<file path="src/hw/rtl/bilp_pkg.sv">
// Shared types, constants and helper functions of the bracketed integer list parser.
package bilp_pkg;

   // Element width and the derived arithmetic widths.
   localparam int VALUE_BITS = 32;
   localparam int ELEM_BITS  = 32;
   localparam int CHAR_BITS  = 8;
   localparam int WIDE_BITS  = (VALUE_BITS > ELEM_BITS) ? VALUE_BITS : ELEM_BITS;
   localparam int MUL_BITS   = VALUE_BITS + 4;

   // Character codes.
   localparam logic [CHAR_BITS-1:0] CH_OPEN  = 8'h5B;
   localparam logic [CHAR_BITS-1:0] CH_CLOSE = 8'h5D;
   localparam logic [CHAR_BITS-1:0] CH_PLUS  = 8'h2B;
   localparam logic [CHAR_BITS-1:0] CH_MINUS = 8'h2D;
   localparam logic [CHAR_BITS-1:0] CH_ZERO  = 8'h30;
   localparam logic [CHAR_BITS-1:0] CH_NINE  = 8'h39;
   localparam logic [CHAR_BITS-1:0] CH_TAB   = 8'h09;
   localparam logic [CHAR_BITS-1:0] CH_CR    = 8'h0D;
   localparam logic [CHAR_BITS-1:0] CH_SPACE = 8'h20;

   // Element limits, held at the width of the multiply-by-ten sum.
   localparam logic [MUL_BITS-1:0] LIM_UNSIGNED = (MUL_BITS'(1) << VALUE_BITS) - MUL_BITS'(1);
   localparam logic [MUL_BITS-1:0] LIM_SIGNED_POS =
      (MUL_BITS'(1) << (VALUE_BITS - 1)) - MUL_BITS'(1);
   localparam logic [MUL_BITS-1:0] LIM_SIGNED_NEG = MUL_BITS'(1) << (VALUE_BITS - 1);

   typedef enum logic [2:0] {
      PH_OPEN   = 3'd0,
      PH_LIST   = 3'd1,
      PH_SIGN   = 3'd2,
      PH_DIGITS = 3'd3,
      PH_CLOSED = 3'd4,
      PH_ERROR  = 3'd5
   } phase_type;

   typedef enum logic [2:0] {
      ST_OK       = 3'd0,
      ST_OPEN     = 3'd1,
      ST_DIGIT    = 3'd2,
      ST_OVERFLOW = 3'd3,
      ST_TRAILING = 3'd4
   } status_type;

   typedef struct packed {
      logic [ELEM_BITS-1:0] element_value;
      logic                 element_valid;
      logic                 list_closed;
      logic                 stream_done;
      status_type           status;
   } rsp_type;

   function automatic logic is_blank(input logic [CHAR_BITS-1:0] c);
      return (c == CH_TAB) || (c == CH_CR) || (c == CH_SPACE);
   endfunction

   function automatic logic is_digit(input logic [CHAR_BITS-1:0] c);
      return (c >= CH_ZERO) && (c <= CH_NINE);
   endfunction

   // Negate if needed, sign-extend in signed mode or after a minus, cut to the port width.
   function automatic logic [ELEM_BITS-1:0] element_bits(input logic [VALUE_BITS-1:0] acc,
                                                          input logic neg,
                                                          input logic mode);
      logic [VALUE_BITS-1:0] v;
      logic [WIDE_BITS-1:0]  ext;
      v = neg ? (VALUE_BITS'(0) - acc) : acc;
      if (mode || neg) begin
         ext = WIDE_BITS'($signed(v));
      end else begin
         ext = WIDE_BITS'(v);
      end
      return ext[ELEM_BITS-1:0];
   endfunction

endpackage

</file>
<file path="src/hw/rtl/bilp_parse.sv">
// Parse state registers and the per-character transition logic.
module bilp_parse import bilp_pkg::*; (
   input  logic                 clock,
   input  logic                 reset,
   input  logic                 signed_mode,
   input  logic                 beat_accept,
   input  logic [CHAR_BITS-1:0] char_code,
   input  logic                 end_of_stream,
   output rsp_type              result,
   output logic                 result_valid
);

   phase_type             phase_ff, phase_in;
   logic [VALUE_BITS-1:0] acc_ff, acc_in;
   logic                  neg_ff, neg_in;
   status_type            err_ff, err_in;

   // Outcome of a character seen between elements, with the element state cleared.
   phase_type             lc_phase;
   logic [VALUE_BITS-1:0] lc_acc;
   logic                  lc_neg;
   status_type            lc_err;
   logic                  lc_close;

   logic [3:0]            digit;
   logic [MUL_BITS-1:0]   limit;
   logic [MUL_BITS-1:0]   scaled;
   logic                  overflow;

   assign digit = 4'(char_code - CH_ZERO);

   // Next accumulator value and the overflow check against the active limit.
   always_comb begin
      if (signed_mode) begin
         limit = neg_ff ? LIM_SIGNED_NEG : LIM_SIGNED_POS;
      end else begin
         limit = LIM_UNSIGNED;
      end
      scaled = (MUL_BITS'(acc_ff) << 3) + (MUL_BITS'(acc_ff) << 1) + MUL_BITS'(digit);
      overflow = scaled > limit;
   end

   // Character handling between elements.
   always_comb begin
      lc_phase = PH_LIST;
      lc_acc   = '0;
      lc_neg   = 1'b0;
      lc_err   = err_ff;
      lc_close = 1'b0;
      if (is_blank(char_code)) begin
         lc_phase = PH_LIST;
      end else if (char_code == CH_CLOSE) begin
         lc_phase = PH_CLOSED;
         lc_close = 1'b1;
      end else if (signed_mode && ((char_code == CH_PLUS) || (char_code == CH_MINUS))) begin
         lc_neg   = (char_code == CH_MINUS);
         lc_phase = PH_SIGN;
      end else if (is_digit(char_code)) begin
         lc_acc   = VALUE_BITS'(digit);
         lc_phase = PH_DIGITS;
      end else begin
         lc_phase = PH_ERROR;
         lc_err   = ST_DIGIT;
      end
   end

   // Main transition and result formation.
   always_comb begin
      phase_in     = phase_ff;
      acc_in       = acc_ff;
      neg_in       = neg_ff;
      err_in       = err_ff;
      result       = '0;
      result_valid = 1'b0;
      if (end_of_stream) begin
         result_valid = 1'b1;
         case (phase_ff)
            PH_OPEN: result.status = ST_OPEN;
            PH_DIGITS: begin
               result.element_value = element_bits(acc_ff, neg_ff, signed_mode);
               result.element_valid = 1'b1;
               result.status        = ST_DIGIT;
            end
            PH_CLOSED: begin
               result.status      = ST_OK;
               result.stream_done = 1'b1;
            end
            PH_ERROR: result.status = err_ff;
            default:  result.status = ST_DIGIT;
         endcase
         phase_in = PH_OPEN;
         acc_in   = '0;
         neg_in   = 1'b0;
      end else begin
         case (phase_ff)
            PH_OPEN: begin
               if (char_code == CH_OPEN) begin
                  phase_in = PH_LIST;
               end else if (!is_blank(char_code)) begin
                  phase_in = PH_ERROR;
                  err_in   = ST_OPEN;
                  neg_in   = 1'b0;
               end
            end
            PH_LIST: begin
               phase_in            = lc_phase;
               acc_in              = (lc_phase == PH_DIGITS) ? lc_acc : acc_ff;
               neg_in              = ((lc_phase == PH_SIGN) || (lc_phase == PH_DIGITS) ||
                                      (lc_phase == PH_ERROR)) ? lc_neg : neg_ff;
               err_in              = lc_err;
               result.list_closed  = lc_close;
               result_valid        = lc_close;
            end
            PH_SIGN: begin
               if (is_digit(char_code)) begin
                  acc_in   = VALUE_BITS'(digit);
                  phase_in = PH_DIGITS;
               end else begin
                  phase_in = PH_ERROR;
                  err_in   = ST_DIGIT;
                  neg_in   = 1'b0;
               end
            end
            PH_DIGITS: begin
               if (is_digit(char_code)) begin
                  if (overflow) begin
                     phase_in = PH_ERROR;
                     err_in   = ST_OVERFLOW;
                     neg_in   = 1'b0;
                  end else begin
                     acc_in = scaled[VALUE_BITS-1:0];
                  end
               end else begin
                  // The terminator ends the element and is then parsed as a list character.
                  result.element_value = element_bits(acc_ff, neg_ff, signed_mode);
                  result.element_valid = 1'b1;
                  result.list_closed   = lc_close;
                  result_valid         = 1'b1;
                  phase_in             = lc_phase;
                  acc_in               = lc_acc;
                  neg_in               = lc_neg;
                  err_in               = lc_err;
               end
            end
            PH_CLOSED: begin
               phase_in = PH_ERROR;
               err_in   = ST_TRAILING;
               neg_in   = 1'b0;
            end
            PH_ERROR: begin
               phase_in = PH_ERROR;
            end
            default: begin
               phase_in = PH_ERROR;
               err_in   = ST_DIGIT;
               neg_in   = 1'b0;
            end
         endcase
      end
   end

   // State registers advance on each accepted beat.
   always_ff @(posedge clock) begin
      if (reset) begin
         phase_ff <= PH_OPEN;
         acc_ff   <= '0;
         neg_ff   <= 1'b0;
         err_ff   <= ST_OK;
      end else if (beat_accept) begin
         phase_ff <= phase_in;
         acc_ff   <= acc_in;
         neg_ff   <= neg_in;
         err_ff   <= err_in;
      end
   end

endmodule

</file>
<file path="src/hw/rtl/bilp_rsp_buf.sv">
// Two-entry result buffer that decouples the parser from the result channel.
module bilp_rsp_buf import bilp_pkg::*; (
   input  logic    clock,
   input  logic    reset,
   input  logic    push,
   input  rsp_type push_data,
   output logic    space,
   input  logic    pop,
   output logic    out_valid,
   output rsp_type out_data
);

   localparam logic [1:0] FULL_COUNT = 2'd2;

   rsp_type    ent_ff [2];
   logic       wr_ptr_ff;
   logic       rd_ptr_ff;
   logic [1:0] cnt_ff, cnt_in;

   assign space     = (cnt_ff != FULL_COUNT);
   assign out_valid = (cnt_ff != 2'd0);
   assign out_data  = ent_ff[rd_ptr_ff];

   // Occupancy follows pushes and pops.
   always_comb begin
      cnt_in = cnt_ff;
      if (push && !pop) begin
         cnt_in = cnt_ff + 2'd1;
      end else if (pop && !push) begin
         cnt_in = cnt_ff - 2'd1;
      end
   end

   // Entry storage is payload only.
   always_ff @(posedge clock) begin
      if (push) begin
         ent_ff[wr_ptr_ff] <= push_data;
      end
   end

   // Pointers and count.
   always_ff @(posedge clock) begin
      if (reset) begin
         wr_ptr_ff <= 1'b0;
         rd_ptr_ff <= 1'b0;
         cnt_ff    <= 2'd0;
      end else begin
         if (push) begin
            wr_ptr_ff <= !wr_ptr_ff;
         end
         if (pop) begin
            rd_ptr_ff <= !rd_ptr_ff;
         end
         cnt_ff <= cnt_in;
      end
   end

endmodule

</file>
<file path="src/hw/rtl/bracketed_integer_list_parser.sv">
// Top level of the bracketed decimal integer list parser.
//
//   Channel   Direction  Payload
//   req_*     in         tdata[7:0] char_code, tlast end_of_stream
//   rsp_*     out        tdata element_value/stream_done/status, tuser element_valid,
//                        tlast list_closed
//   csr_*     in         csr_data signed_mode
//
// Each character beat is parsed in the cycle it is accepted; its result, if any,
// is written into the result buffer that drives the result channel.
// One beat per cycle while the buffer has space; x10 and limit compare are combinational.
// Reset returns the parser to expecting an open bracket and sets signed mode.
// The request side stalls only when both entries of the result buffer are occupied.
module bracketed_integer_list_parser import bilp_pkg::*; (
   input  logic                 clock,
   input  logic                 reset,
   input  logic                 req_tvalid,
   output logic                 req_tready,
   input  logic [CHAR_BITS-1:0] req_tdata,   // [7:0] char_code
   input  logic                 req_tlast,   // end_of_stream
   output logic                 rsp_tvalid,
   input  logic                 rsp_tready,
   output logic [39:0]          rsp_tdata,   // [31:0] element_value, [32] stream_done,
                                             // [35:33] status, [39:36] zero
   output logic                 rsp_tuser,   // element_valid
   output logic                 rsp_tlast,   // list_closed
   input  logic                 csr_valid,
   output logic                 csr_ready,
   input  logic                 csr_data     // signed_mode
);

   logic    signed_mode_ff;
   logic    req_accept;
   logic    res_valid;
   rsp_type res;
   rsp_type rsp;
   logic    buf_space;

   assign csr_ready  = 1'b1;
   assign req_tready = buf_space;
   assign req_accept = req_tvalid && req_tready;

   // Mode register.
   always_ff @(posedge clock) begin
      if (reset) begin
         signed_mode_ff <= 1'b1;
      end else if (csr_valid && csr_ready) begin
         signed_mode_ff <= csr_data;
      end
   end

   bilp_parse u_parse (
      .clock         (clock),
      .reset         (reset),
      .signed_mode   (signed_mode_ff),
      .beat_accept   (req_accept),
      .char_code     (req_tdata),
      .end_of_stream (req_tlast),
      .result        (res),
      .result_valid  (res_valid)
   );

   bilp_rsp_buf u_rsp_buf (
      .clock     (clock),
      .reset     (reset),
      .push      (req_accept && res_valid),
      .push_data (res),
      .space     (buf_space),
      .pop       (rsp_tvalid && rsp_tready),
      .out_valid (rsp_tvalid),
      .out_data  (rsp)
   );

   // Result beat packing.
   assign rsp_tdata = {4'b0000, rsp.status, rsp.stream_done, rsp.element_value};
   assign rsp_tuser = rsp.element_valid;
   assign rsp_tlast = rsp.list_closed;

   // An accepted end beat always yields a result.
   a_end_yields_result: assert property (@(posedge clock) disable iff (reset)
      (req_tvalid && req_tready && req_tlast) |=> rsp_tvalid)
      else $error("end beat produced no result");

   // A successful stream end carries an ok status.
   a_done_ok: assert property (@(posedge clock) disable iff (reset)
      (rsp_tvalid && rsp_tdata[32]) |-> (rsp_tdata[35:33] == ST_OK))
      else $error("stream done with nonzero status");

   // A closing bracket result is never an end result.
   a_close_not_end: assert property (@(posedge clock) disable iff (reset)
      (rsp_tvalid && rsp_tlast) |-> (!rsp_tdata[32] && (rsp_tdata[35:33] == ST_OK)))
      else $error("list close mixed with end result");

   // Without an element the value field is zero.
   a_value_zero: assert property (@(posedge clock) disable iff (reset)
      (rsp_tvalid && !rsp_tuser) |-> (rsp_tdata[31:0] == 32'd0))
      else $error("value present without element");

endmodule
</file>
<file path="config.mk">
export PLATFORM = sky130hd
export DESIGN_NAME = bracketed_integer_list_parser
export DESIGN_NICKNAME = d
export VERILOG_FILES = /design/src/hw/rtl/bilp_pkg.sv /design/src/hw/rtl/bilp_parse.sv /design/src/hw/rtl/bilp_rsp_buf.sv /design/src/hw/rtl/bracketed_integer_list_parser.sv
export SDC_FILE = /design/constraint.sdc
export NUM_CORES = 1
export LEC_CHECK = 0
export BUFFER_PORTS_ARGS = -buffer_cell sky130_fd_sc_hd__buf_2
export CORE_ASPECT_RATIO = 1.25
export CORE_MARGIN = 4
export CORE_UTILIZATION = 50
export DETAILED_ROUTE_END_ITERATION = 6
export PLACE_DENSITY = 0.68
export SETUP_SLACK_MARGIN = 0.3
export SLEW_MARGIN = 20
export SYNTH_ARGS = -nofsm -noshare
export SYNTH_HDL_FRONTEND = slang
export SYNTH_SLANG_ARGS = --single-unit
</file>
<file path="constraint.sdc">
create_clock -name clock -period 14.2 [get_ports clock]
set_input_delay 2.84 -clock clock [delete_from_list [all_inputs] [get_ports clock]]
set_output_delay 2.84 -clock clock [all_outputs]
set_load 0.01 [all_outputs]
</file>
* After elaboration in Yosys (flattened, before gate mapping)
Memories as Yosys holds them, arrays and structs flattened. A register that Yosys moved wholly into a read port is not among the register bits.
Index checks and enable logic that the tools add are counted.
** Operators by class
- Magnitude comparators :: 3
- Add/sub/neg operators :: 6
- Bitwise gates (word level) :: 2
- Equality and inequality tests :: 29
- Multiplexer cells :: 63
- Reduce and logical (&&, ||, !) cells :: 24
** Operators with widths (number)
- $mux 32 :: 10
- $mux 33 :: 3
- $pmux 32 s3 :: 1
- $mux 3 :: 17
- $add 35x33->36 :: 1
- $add 36x4->36 :: 1
- $gt 36x36->1 :: 1
- $mux 36 :: 1
- $mux 34 :: 1
- $sub 1x32->32 const A :: 1
- $eq 8x6->1 const B :: 3
- $mux 1 :: 20
- $pmux 3 s6 :: 1
- $eq 8x4->1 const B :: 2
- $eq 8x7->1 const B :: 2
- $eq 3x2->1 const B :: 4
- $ne 3x2->1 const B :: 4
- $pmux 3 s4 :: 1
- $eq 3x3->1 const B :: 3
- $ne 3x3->1 const B :: 3
- $pmux 3 s3 :: 1
- $ge 8x6->1 const B :: 1
- $le 8x6->1 const B :: 1
- $mux 4 :: 2
- other kinds (21) :: 42
** Storage, ports and cells
- Logic and storage cells :: 136
- Register bits after elaboration :: 44
- Bits in writable memories :: 76
- Memories :: 1
** Memories
- u_rsp_buf.ent_ff :: words 2, bits a word 38, rd ports 1, clocked after memory_dff 1, write ports 1, line bilp_rsp_buf.sv:15 : rsp_type ent_ff [2];

* Logic depth before layout (Yosys ltp)
- Depth in word-level cells :: 12
- Gate-level depth with buffers :: 23

* Cells and area by module
A second synthesis with hierarchy kept.
** Unflattened totals
- Cells, all modules :: 905
- Area, all modules :: 9091.2 um^2
** Modules (own cells, without submodules)
- bilp_parse :: cells an instance 752, area each 5964.5 um^2, times used 1
- bilp_rsp_buf :: cells an instance 140, area each 3027.9 um^2, times used 1
- bracketed_integer_list_parser :: cells an instance 13, area each 98.8 um^2, times used 1

* Least setup slack after synthesis
OpenSTA, ideal clock, no wires.
- Kind :: input to register
- From :: in req_tdata[3]
- To :: reg u_parse.acc_ff[10]
- Stages :: 22
- Required time :: 14.132 ns
- Arrival :: 7.263 ns
- Path slack :: 6.869 ns
- Path buffers :: 2
- Cells stage by stage :: fa_1 fa_1 a21oi_1 nand4b_1 a211oi_1 nor2_1 o31a_1 nor3_1 xnor2_1 inv_1 ha_1 a21oi_1 nand2_1 a221oi_1 nand4b_1 o211a_1 nor3b_1 and4b_1 buf_4 nand4_4 buf_6 o2bb2ai_2
** On the way
- Cells in the longest elaborated chain, start to end :: 9
** Ends and longest elaborated chain
- start, declared :: line bracketed_integer_list_parser.sv:19 : input logic [CHAR_BITS-1:0] req_tdata,
- parallel branches: the longest is 9 deep, another holds $add 36x4->36
- end signal, assigned :: line bilp_parse.sv:171 : acc_ff <= acc_in;
- end, declared :: line bilp_parse.sv:14 : logic [VALUE_BITS-1:0] acc_ff, acc_in;
Parallel ways; which one is timed is not known. The select of a mux whose other input is x is not followed.
A chain may end at the register's enable or synchronous reset.

* Final worst setup path
- From :: in req_tdata[3]
- To :: reg u_parse.acc_ff[27]
Same word-level chain as after synthesis.

==> out/summary.txt <==
Status = finished clean
CP Launch Type = input port
Cell variety after synth = 73
Antenna Nets Post-Route = 0
WP data arrival = 8.32 ns
DRC viols = 0
CP startpoint = req_tdata[3]
Yosys top cell area share = 25.7%
R2R depth = 19
Post-Place Cells = 1144
Multi-input logic area = 0.00528 sq mm
Pwr/cell area = 103 mW/mm^2
Root buf cell = clkbuf_16
GRT Residual Overflow = 0
Final WL = 20800 microns
Ys async rst share = 0%
Final Non-Filler Cells = 1176
DR pass1 iterations = 5
Crit. End Element = register
CP max stage delay = 0.60 ns
DR WL/cell = 17.7 microns
Largest net degree at the start of global routing = 39
Initial antenna violation count = 0
Die Wd = 127 microns
Worst path slowest cell = fa_1
Achievable Freq = 125 MHz
Ys Warns = 0
Area Overhead vs Synth = 10.5%
Port bufs = 54
Resize count post-CTS = 0
Critical Path Sink = u_parse.acc_ff[27]
Post-Route Setup TNS = 0 ns
Max-Cap Viols = 0
Vias in the first global route = 6818
Die area = 0.0200 sq mm
CP required = 14.53 ns
Critical path cell sequence = buf_2 -> fa_1 -> fa_1 -> a21oi_1 -> nand4b_1 -> a211oi_1 -> nor2_1 -> o31a_1 -> nor3_1 -> xnor2_1 -> inv_1 -> ha_1 -> a21oi_1 -> nand2_1 -> a221oi_1 -> nand4b_1 -> o211a_1 -> nor3b_1 -> and4b_1 -> nand4_4 -> o2bb2ai_1
Worst R2R End = u_parse.acc_ff[27]
Hold Buf Count CTS = 0
Core footprint = 0.0174 sq mm
Final core utilization = 56.3%
Max VDD drop = 0.0786 mV
Worst Skew = 0.00961 ns
Top-count cell post-synth = ha_1
CTS tree = built
Fin area = 0.00981 sq mm
Ys flop type = edfxtp_1
Setup Buffers After CTS = 0
CTS max path bufs = 2
M2 GR Usage = 36.4%
Met1 global-route usage = 27.0%
Fin nets = 1053
Final min period = 7.99 ns
IO Pins = 60
Row count = 54
GRT met3 Usage = 3.22%
Sequential cell area = 0.00318 sq mm
Clk_lat worst skew = 0.42 ns
First-pass GRT wire length = 34200 microns
Initial Utilization = 50.9%
GRT Max-Usage Layer = met2
Vias = 7036
Total GRT Usage = 21.2%
HP Class = register to register
Reg2Reg Launch Point = u_parse.acc_ff[2]
CTS buffer count = 17
Share of layout cells above drive strength 1 = 16.7%
Critical path type = input port to register
Antenna diode count = 0
Leak = 4.38 nW
Unrepaired setup endpoints after global routing = false
Post-synth EDFFs = 76
Relative slew slack = 33.7%
#FFs+latches synth = 121
HPWL Detailed = 15700 microns
H-tree depth = 4
Top post-synthesis cells by area = edfxtp_1 26%, ha_1 14%, dfxtp_1 10%
Largest area contributor in the netlist = edfxtp_1
Synth Cell Area = 0.00888 sq mm
Die Y-Extent = 157 microns
Syn_area_per_cell = 9.81 sq um
CTS sink cnt = 121
Via density per instance = 5.98
Post-DP Area = 0.00924 sq mm
Sequential share of the synthesized area = 35.9%
Final hold vios = 0
List of most frequent post-synthesis cells = 97 x ha_1, 76 x edfxtp_1, 73 x nor2_1
CTS clk-pin slew, worst paths = 0.06 ns
Final GP Congestion = 0.923
Initial DRC Count = 528
Cells after Synth = 905
Max Slew Vio Count = 0
FILL cells = 1564
Worst Tran Pin Value = 0.993 ns
CP Max Fanout = 28
R2r setup slk = 8.21 ns
Crit share post-route = 56.3%
Final setup fails = 0
## sequential cells by signal (all words and copies together), names as in the netlist, named ones only
| name | cells |
|---|---|
| u_rsp_buf.ent_ff | 76 |
| u_parse.acc_ff | 32 |
| u_parse.err_ff | 3 |
| u_parse.phase_ff | 3 |
| u_rsp_buf.cnt_ff | 2 |
| signed_mode_ff | 1 |
| u_parse.neg_ff | 1 |
| u_rsp_buf.rd_ptr_ff | 1 |
| u_rsp_buf.wr_ptr_ff | 1 |
## placed cells by master, fill, tap and decap left out, types with 22 or more instances in the layout
cell type  count
ha_1          97
edfxtp_1      76
nor2_1        73
nand2_1       56
buf_2         54
a21oi_1       50
inv_1         47
xor2_1        44
dfxtp_1       44
o21ai_0       40
mux2_2        38
nand4_1       22
## cell families (layout without fill, tap and decap cells)
group,count (synthesis),in the layout,share of synthesized area [%]
other,2,5,0.0846
adders and majority gates,99,99,14.1
buffers and inverters,95,139,4.86
muxes,42,42,5.27
AOI/OAI and AO/OA,238,238,19.3
DFF,121,121,35.9
xor gates and xnor gates,64,64,6.32
and+or+nand+nor,244,244,14.2
## worst min path at each step
stage	start	end	slack (ns)	cells past startpoint
floorplan	u_rsp_buf.cnt_ff[1]	u_rsp_buf.cnt_ff[1]	0.47	2
global placement	u_rsp_buf.rd_ptr_ff	u_rsp_buf.rd_ptr_ff	0.49	2
detailed placement	u_rsp_buf.cnt_ff[1]	u_rsp_buf.cnt_ff[1]	0.49	2
CTS	u_rsp_buf.cnt_ff[1]	u_rsp_buf.cnt_ff[1]	0.50	2
global route	u_rsp_buf.cnt_ff[1]	u_rsp_buf.cnt_ff[1]	0.54	2
finish	u_rsp_buf.cnt_ff[1]	u_rsp_buf.cnt_ff[1]	0.50	2
## worst max-delay path, delay by kind of cell
kind | cells | cell delay (ns)
fa+ha+maj | 3 | 1.16
xor+xnor | 1 | 0.20
buf+inv | 2 | 0.24
compound gates | 7 | 1.78
simple gates | 8 | 2.07
## final cells by class
class / instances / share of cell area [%]
timing repair buffer: 60 / 3.22
sequential: 121 / 32.5
clock buffer: 18 / 4.38
multi-input combinational: 692 / 53.9
clock inverter: 14 / 1.43
tap: 224 / 2.86
inverter: 47 / 1.80
## metrics by stage
step | worst slack, ns | total power [mW] | hold slack, ns
floorplan | 6.87 | 0.546 | 0.467
global placement | 5.93 | 0.601 | 0.487
detailed placement | 5.82 | 0.604 | 0.492
CTS | 6.23 | 1.03 | 0.501
global route | 5.56 | 1.06 | 0.540
finish | 6.21 | 1.01 | 0.503
## layer usage
metal	wire length, microns	part of all wire [%]	up-vias
met4	609	2.9	0
met1	8960	43	3323
met3	1050	5.1	43
met2	10200	49	192
met5	0	0	-
li1	-	-	3478
## where the power goes
part	switching [mW]	internal [mW]	leakage [nW]	total (mW)
registers	0.0122	0.400	1.04	0.412
clock network	0.175	0.245	0.268	0.420
logic	0.100	0.0819	3.07	0.182
(Power assumes the default switching activity.)
